--- src/hdl/fhi_pkg.sv ---
// Shared types and constants of the Farrow/Horner interpolator.
// Used by every module of the block; depends on nothing.
`default_nettype none

package fhi_pkg;

   // Field widths
   localparam int SAMPLE_W = 16;
   localparam int DELAY_W  = 16;
   localparam int SHIFT_W  = 5;

   // Product of a sample and the delay, and the Horner accumulator.
   // The accumulator holds a sample shifted up by the largest shift plus the
   // product and the rounding bias without wrapping.
   localparam int PROD_W = SAMPLE_W + DELAY_W;
   localparam int ACC_W  = SAMPLE_W + (1 << SHIFT_W);

   localparam logic [SHIFT_W-1:0] SHIFT_RESET = SHIFT_W'(15);

   // Saturation limits
   localparam logic signed [SAMPLE_W-1:0] SAT_MAX = {1'b0, {(SAMPLE_W-1){1'b1}}};
   localparam logic signed [SAMPLE_W-1:0] SAT_MIN = {1'b1, {(SAMPLE_W-1){1'b0}}};

   // Input item
   typedef struct packed {
      logic signed [DELAY_W-1:0]  delay;
      logic signed [SAMPLE_W-1:0] y3_re;
      logic signed [SAMPLE_W-1:0] y3_im;
      logic signed [SAMPLE_W-1:0] y2_re;
      logic signed [SAMPLE_W-1:0] y2_im;
      logic signed [SAMPLE_W-1:0] y1_re;
      logic signed [SAMPLE_W-1:0] y1_im;
      logic signed [SAMPLE_W-1:0] y0_re;
      logic signed [SAMPLE_W-1:0] y0_im;
   } fhi_req_type;

   // Result item
   typedef struct packed {
      logic signed [SAMPLE_W-1:0] out_re;
      logic signed [SAMPLE_W-1:0] out_im;
   } fhi_rsp_type;

   // One complex sample
   typedef struct packed {
      logic signed [SAMPLE_W-1:0] re;
      logic signed [SAMPLE_W-1:0] im;
   } fhi_cplx_type;

   // Item in flight between Horner steps: the running value, the delay and
   // the branch outputs still to be folded in (ys[0] is used next).
   typedef struct packed {
      logic signed [DELAY_W-1:0] delay;
      fhi_cplx_type              prev;
      fhi_cplx_type [2:0]        ys;
   } fhi_work_type;

endpackage

`default_nettype wire

--- src/hdl/fhi_round_sat.sv ---
// Round half away from zero, arithmetic right shift and saturation of one
// accumulator component. Combinational; depends on fhi_pkg.
`default_nettype none

module fhi_round_sat
   import fhi_pkg::*;
(
   input  logic signed [ACC_W-1:0]    acc,
   input  logic        [SHIFT_W-1:0]  shift,
   output logic signed [SAMPLE_W-1:0] result
);

   logic        [SHIFT_W-1:0]      shift_m1;
   logic signed [ACC_W-1:0]        half;
   logic signed [ACC_W-1:0]        bias;
   logic signed [ACC_W-1:0]        biased;
   logic signed [ACC_W-1:0]        shifted;
   logic        [ACC_W-SAMPLE_W:0] top_bits;
   logic                           fits;

   // Negative values take half minus one, so a floor shift rounds away
   // from zero on ties. A zero shift only saturates.
   always_comb begin
      shift_m1 = shift - SHIFT_W'(1);
      half     = ACC_W'(1) << shift_m1;
      if (shift == '0) begin
         bias = '0;
      end else begin
         bias = half - ACC_W'(acc[ACC_W-1]);
      end
      biased  = acc + bias;
      shifted = biased >>> shift;
   end

   // Saturate to the sample width
   always_comb begin
      top_bits = shifted[ACC_W-1:SAMPLE_W-1];
      fits     = (&top_bits) | ~(|top_bits);
      if (fits) begin
         result = shifted[SAMPLE_W-1:0];
      end else if (shifted[ACC_W-1]) begin
         result = SAT_MIN;
      end else begin
         result = SAT_MAX;
      end
   end

endmodule

`default_nettype wire

--- src/hdl/fhi_horner_stage.sv ---
// One Horner step, new = rnd(y * 2^S + prev * delay), on both parts of a
// complex sample, in three register stages: multiply, add, round/saturate.
// Depends on fhi_pkg and fhi_round_sat.
`default_nettype none

module fhi_horner_stage
   import fhi_pkg::*;
(
   input  logic               clock,
   input  logic               reset,
   input  logic [SHIFT_W-1:0] shift,
   input  logic               in_valid,
   output logic               in_stall,
   input  fhi_work_type       in_work,
   output logic               out_valid,
   input  logic               out_stall,
   output fhi_work_type       out_work
);

   // Multiply stage
   logic                     mul_valid_ff;
   fhi_work_type             mul_work_ff;
   logic signed [PROD_W-1:0] prod_re_ff, prod_re_in;
   logic signed [PROD_W-1:0] prod_im_ff, prod_im_in;
   logic signed [ACC_W-1:0]  ysh_re_ff, ysh_re_in;
   logic signed [ACC_W-1:0]  ysh_im_ff, ysh_im_in;

   // Add stage
   logic                     sum_valid_ff;
   fhi_work_type             sum_work_ff;
   logic signed [ACC_W-1:0]  acc_re_ff, acc_re_in;
   logic signed [ACC_W-1:0]  acc_im_ff, acc_im_in;

   // Round stage (drives the outputs)
   logic                     rnd_valid_ff;
   fhi_work_type             rnd_work_ff, rnd_work_in;
   logic signed [SAMPLE_W-1:0] rnd_re, rnd_im;

   logic mul_adv, sum_adv, rnd_adv;

   // Each stage moves when it is empty or the one after it moves
   assign rnd_adv  = ~rnd_valid_ff | ~out_stall;
   assign sum_adv  = ~sum_valid_ff | rnd_adv;
   assign mul_adv  = ~mul_valid_ff | sum_adv;
   assign in_stall = ~mul_adv;

   // Products and shifted branch value
   always_comb begin
      prod_re_in = PROD_W'(in_work.prev.re) * PROD_W'(in_work.delay);
      prod_im_in = PROD_W'(in_work.prev.im) * PROD_W'(in_work.delay);
      ysh_re_in  = ACC_W'(in_work.ys[0].re) <<< shift;
      ysh_im_in  = ACC_W'(in_work.ys[0].im) <<< shift;
   end

   // Accumulator sums
   always_comb begin
      acc_re_in = ysh_re_ff + ACC_W'(prod_re_ff);
      acc_im_in = ysh_im_ff + ACC_W'(prod_im_ff);
   end

   fhi_round_sat u_rs_re (
      .acc    (acc_re_ff),
      .shift  (shift),
      .result (rnd_re)
   );

   fhi_round_sat u_rs_im (
      .acc    (acc_im_ff),
      .shift  (shift),
      .result (rnd_im)
   );

   // New running value; the branch list moves down by one
   always_comb begin
      rnd_work_in         = sum_work_ff;
      rnd_work_in.prev.re = rnd_re;
      rnd_work_in.prev.im = rnd_im;
      rnd_work_in.ys[0]   = sum_work_ff.ys[1];
      rnd_work_in.ys[1]   = sum_work_ff.ys[2];
   end

   // Valid bits
   always_ff @(posedge clock) begin
      if (reset) begin
         mul_valid_ff <= 1'b0;
         sum_valid_ff <= 1'b0;
         rnd_valid_ff <= 1'b0;
      end else begin
         if (mul_adv) begin
            mul_valid_ff <= in_valid;
         end
         if (sum_adv) begin
            sum_valid_ff <= mul_valid_ff;
         end
         if (rnd_adv) begin
            rnd_valid_ff <= sum_valid_ff;
         end
      end
   end

   // Payload registers
   always_ff @(posedge clock) begin
      if (mul_adv && in_valid) begin
         mul_work_ff <= in_work;
         prod_re_ff  <= prod_re_in;
         prod_im_ff  <= prod_im_in;
         ysh_re_ff   <= ysh_re_in;
         ysh_im_ff   <= ysh_im_in;
      end
      if (sum_adv && mul_valid_ff) begin
         sum_work_ff <= mul_work_ff;
         acc_re_ff   <= acc_re_in;
         acc_im_ff   <= acc_im_in;
      end
      if (rnd_adv && sum_valid_ff) begin
         rnd_work_ff <= rnd_work_in;
      end
   end

   assign out_valid = rnd_valid_ff;
   assign out_work  = rnd_work_ff;

endmodule

`default_nettype wire

--- config.mk ---
export PLATFORM = sky130hd
export DESIGN_NAME = fhi_horner_stage
export DESIGN_NICKNAME = d
export VERILOG_FILES = /design/src/hdl/fhi_pkg.sv /design/src/hdl/fhi_round_sat.sv /design/src/hdl/fhi_horner_stage.sv
export SDC_FILE = /design/constraint.sdc
export NUM_CORES = 2
export LEC_CHECK = 0
export BUFFER_PORTS_ARGS = -buffer_cell sky130_fd_sc_hd__buf_4
export CAP_MARGIN = 5
export CORE_MARGIN = 4
export CORE_UTILIZATION = 35
export CTS_BUF_LIST = sky130_fd_sc_hd__clkbuf_4
export CTS_CLUSTER_DIAMETER = 40
export CTS_CLUSTER_SIZE = 20
export DETAILED_ROUTE_END_ITERATION = 8
export PLACE_DENSITY = 0.58
export SLEW_MARGIN = 20
export SYNTH_ARGS = -nofsm -noshare
export SYNTH_HDL_FRONTEND = slang
export SYNTH_SLANG_ARGS = --single-unit
--- constraint.sdc ---
create_clock -name clock -period 30.4 [get_ports clock]
set_input_delay 1.52 -clock clock [delete_from_list [all_inputs] [get_ports clock]]
set_output_delay 1.52 -clock clock [all_outputs]
set_load 0.02 [all_outputs]
==> summary by stage <==
Min path
The min-delay analysis places its worst path in the category reg -> reg. Counting instances, the worst hold path has a depth of 0. The path with the worst hold slack has its endpoint at rnd_work_in[19]. The critical hold path startpoint is mul_work_ff[51].

Global routing
The aggregate global-route resource usage is 21.9%. The wire length of the first global-routing pass is 293000 µm. Entering global routing, the biggest net connects 150 pins. The initial antenna violation count came to 4. The via count of the first global-routing pass is 47300. The total overflow left after global routing is 0.

Place
The number of port buffers is 298. Detailed placement ended at an HPWL of 146000 µm. The congestion estimate from routability-driven global placement came to 0.955.

The total cell area at the placement stage is 61600 µm².

Clocking
The tree is rooted in a sky130_fd_sc_hd__clkbuf_4. The later pin in the worst-skew pair is clocked with a latency of 1.07 ns. The count of buffers added by post-CTS timing repair for setup is 0. The clock tree buffer depth is 3. Hold repair after CTS inserted 0 buffers.

The number of gates given a new drive strength after cts is 0. Counting every sink on the clock net gives 529. The H-tree was split into 3 levels.

The TritonCTS buffer count is 93. TritonCTS built the clock tree. After clock tree synthesis, the clock-pin slew on the worst setup and hold paths is 0.13 ns.

Power and ir drop
The total power consumption of the routed design is 7.34 mW. The maximum VDD drop is 0.000137 V. The clock network fraction of total power is 9.0%. Sequential cells burn 17.3% of the power.

The switching share of total power is 48.5%. Combinational logic burns 73.7% of the power. The total leakage power is 26.2 nW. The cell internal power dissipation is 3.78 mW. The net switching component of the power is 3.56 mW. The cell area power density is 116 nW/µm².

Yosys
Synthesis produced a netlist with a net count of 7100. The biggest area contributor in the post-synthesis netlist is sky130_fd_sc_hd__edfxtp_1. The number of warnings printed during yosys synthesis is 0. The cell area that synthesis handed to floorplanning was 57700 µm². The fraction of post-synthesis cell area in the top cell type by area is 27.4%. The predominant post-synthesis flop cell is sky130_fd_sc_hd__edfxtp_1. The flip-flop and latch count after synthesis is 529. The sequential-to-total area share from yosys stat is 27.5%. The netlist uses 113 different library cells. The number of enable flip-flop cells after synthesis is 526. The async set or reset register ratio after synthesis is 0%. By area the synthesized netlist is led by sky130_fd_sc_hd__edfxtp_1 (27%), sky130_fd_sc_hd__fa_1 (18%), sky130_fd_sc_hd__ha_1 (7.7%), sky130_fd_sc_hd__inv_1 (4.0%), sky130_fd_sc_hd__nand2_1 (4.0%). The post-synthesis cell count is 6064. The post-synthesis average cell area is 9.52 µm².

Worst setup path
STA puts the critical path data arrival time at 10.44 ns. The nature of the critical path startpoint is a primary input. Counting cells, the worst reg-to-reg path comes to 23. In this run the critical register-to-register path is launched from acc_re_ff[47]. The register-to-register setup slack is 22.17 ns.

The endpoint required time on the critical path is 31.19 ns. Along the worst path, the maximum fanout reaches 36. The category of the critical setup timing path is in -> reg. The endpoint of the worst register-to-register path is out_work[115].

STA classifies the critical path endpoint as a register.

Cells and area
The fraction of layout cells with a size suffix above 1 is 11.1%. The library cells used most frequently in the layout, excluding fill and tap cells, are sky130_fd_sc_hd__nand2_1 (618), sky130_fd_sc_hd__inv_1 (617), sky130_fd_sc_hd__fa_1 (528). The most common cell after layout, fill and taps aside is sky130_fd_sc_hd__nand2_1. The summed area of non-filler cells in the final layout is 63400 µm². At the end of the flow the core is filled with cells to 38.8%.

The layout overhead on the synthesized area is 9.76%. At the end of the flow, the number of nets in the layout was 7190.

STA
The slew at the pin closest to its max-slew limit is 1.13 ns. Setup violations remaining at the end of the flow were counted as 0. The worst relative slew slack is 24.8%.

The worst path needs 9.64 ns of the cycle, external delays included. The max-slew violation count is 0. Setup repair after global routing left no endpoint under its margin. Of the available clock period, the critical path in the final layout requires 31.7%. For the final database, setup skew stands at 0.0565 ns.

The maximum achievable frequency is 104 MHz. For the final routed database, the setup TNS stands at 0 ns. The number of failing hold endpoints at the final stage came to 0.

Drt
The ratio of routed vias to standard cells is 5.57. The routed layout has 46900 vias. The first detailed-routing pass took 6 iterations. After the first detailed-routing iteration, the DRC count stood at 4234. After detailed routing, the total wire length is 192000 µm. After detailed routing, the average wire length per cell comes to 22.8 µm. After detailed routing, the number of remaining DRC violations is 0. Once detail routing completed, the nets flagged for antenna violations numbered 0.

Die
The die is 414 µm tall. The die is 414 µm wide. The standard cell core area is 163000 µm².

The initial standard-cell utilization of the core is 35.3%. The die covers 171000 µm². The number of top-level pins is 299. The site row count is 148.

Run status
The flow ran to the end, and the final reports show no timing, DRC or antenna violations.

Run
The count of maximum capacitance violations is 0.
[cell type report]
type	instances	area, µm²
fillers	16300	100000
multi-input cells	4559	38000
flip-flops and latches	529	15900
well taps	2175	2720
repair buffers	346	2640
inverters	625	2350
clock inverters	77	977
clock buffers	99	743
diodes	8	20.0
[cell families (layout without fill, tap and decap cells)]
group,count (synthesis),after routing,synth area share (%)
AOI/OAI and AO/OA,1360,1360,15.9
xor gates and xnor gates,211,211,3.23
adders and majority gates,883,883,26.0
buffers and inverters,976,1147,6.69
DFF,529,529,27.5
muxes,248,248,5.27
other,0,8,0
and+or+nand+nor,1857,1857,15.4
[per-layer routing]
metal  GRT usage [%]  part of all wire [%]  wire length, µm
met1            30.5                    45            85300
met2            34.8                    45            86400
met3            3.12                   6.7            12800
met4            7.46                   3.6             6960
met5               0                 0.014               27
[worst max path at each step]
| stage | from | endpoint | slack [ns] | cells after the start |
|---|---|---|---|---|
| 2_1_floorplan | out_stall | mul_work_ff[128] | 17.18 | 3 |
| 3_3_place_gp | shift[2] | out_work[115] | 20.04 | 28 |
| 3_5_place_dp | shift[2] | out_work[109] | 19.89 | 27 |
| 4_1_cts | shift[2] | out_work[109] | 21.07 | 27 |
| 5_1_grt | shift[2] | out_work[109] | 20.23 | 25 |
| 6_report | shift[2] | out_work[109] | 20.76 | 27 |
[power by group through the flow]
| stage | Clock [mW] | Sequential [mW] | Combinational, mW |
|---|---|---|---|
| 4_1_cts | 0.690 | 1.27 | 5.39 |
| 2_1_floorplan | 0 | 1.25 | 4.03 |
| 3_5_place_dp | 0 | 1.29 | 5.35 |
| 6_report | 0.657 | 1.27 | 5.41 |
| 3_3_place_gp | 0 | 1.29 | 5.27 |
| 5_1_grt | 0.718 | 1.28 | 6.09 |
[cells in the mapped netlist (33+ instances only)]
cell type / number
sky130_fd_sc_hd__fa_1: 528
sky130_fd_sc_hd__nand3_1: 111
sky130_fd_sc_hd__inv_1: 620
sky130_fd_sc_hd__nand2_1: 618
sky130_fd_sc_hd__edfxtp_1: 526
sky130_fd_sc_hd__buf_4: 33
sky130_fd_sc_hd__o21ai_0: 259
sky130_fd_sc_hd__mux2_2: 48
sky130_fd_sc_hd__mux2i_1: 160
sky130_fd_sc_hd__a31oi_1: 42
sky130_fd_sc_hd__o22ai_1: 44
sky130_fd_sc_hd__nand4_1: 50
sky130_fd_sc_hd__a211oi_1: 88
sky130_fd_sc_hd__xor2_1: 56
sky130_fd_sc_hd__xnor2_1: 154
sky130_fd_sc_hd__nor3_1: 129
sky130_fd_sc_hd__a21o_1: 92
sky130_fd_sc_hd__or3_1: 45
sky130_fd_sc_hd__a21oi_1: 346
sky130_fd_sc_hd__ha_1: 355
sky130_fd_sc_hd__nor2_1: 399
sky130_fd_sc_hd__o21a_1: 59
sky130_fd_sc_hd__nand2b_1: 51
sky130_fd_sc_hd__clkbuf_1: 245
sky130_fd_sc_hd__o211ai_1: 50
sky130_fd_sc_hd__mux4_2: 40
sky130_fd_sc_hd__and2_1: 285
sky130_fd_sc_hd__and3_1: 47
sky130_fd_sc_hd__buf_1: 45
[registers in the layout, summed over array words and instances (netlist names)]
name	count
mul_work_ff	80
prod_re_ff	32
prod_im_ff	32
acc_im_ff	48
rnd_work_in	80
ysh_im_ff	47
out_work	112
out_valid	1
acc_re_ff	48
ysh_re_ff	47
mul_valid_ff	1
sum_valid_ff	1
[through the flow]
stage               setup slack, ns  std cells  hold WS (ns)
floorplan                     17.18       6064         0.400
global placement              20.04       8234         0.400
detailed placement            19.89       8234         0.405
CTS                           21.07       8410         0.395
global route                  20.23       8416         0.407
finish                        20.76       8418         0.394
[worst max-delay path, stage by stage]
cell	delay, ns
sky130_fd_sc_hd__buf_4	0.26
sky130_fd_sc_hd__nor2_1	0.19
sky130_fd_sc_hd__nand2_1	0.35
sky130_fd_sc_hd__nor2_1	0.69
sky130_fd_sc_hd__inv_1	0.19
sky130_fd_sc_hd__ha_1	0.50
sky130_fd_sc_hd__inv_1	0.68
sky130_fd_sc_hd__nand2_1	0.34
sky130_fd_sc_hd__o21ai_0	0.29
sky130_fd_sc_hd__ha_1	0.32
sky130_fd_sc_hd__o21ai_0	0.27
sky130_fd_sc_hd__o211ai_1	0.22
sky130_fd_sc_hd__and2_1	0.22
sky130_fd_sc_hd__a221oi_2	0.48
sky130_fd_sc_hd__o31ai_2	0.19
sky130_fd_sc_hd__o2111a_1	0.33
sky130_fd_sc_hd__o2111ai_1	0.19
sky130_fd_sc_hd__nand3_1	0.37
sky130_fd_sc_hd__inv_2	0.55
sky130_fd_sc_hd__nand2_1	0.14
sky130_fd_sc_hd__a31oi_1	0.39
sky130_fd_sc_hd__o22ai_1	0.12
sky130_fd_sc_hd__a21oi_1	0.25
sky130_fd_sc_hd__mux2_2	0.21
sky130_fd_sc_hd__nor4_1	0.07
sky130_fd_sc_hd__a32oi_4	0.66
sky130_fd_sc_hd__mux2_2	0.41
Note: power is estimated with default switching activity, not from simulation.
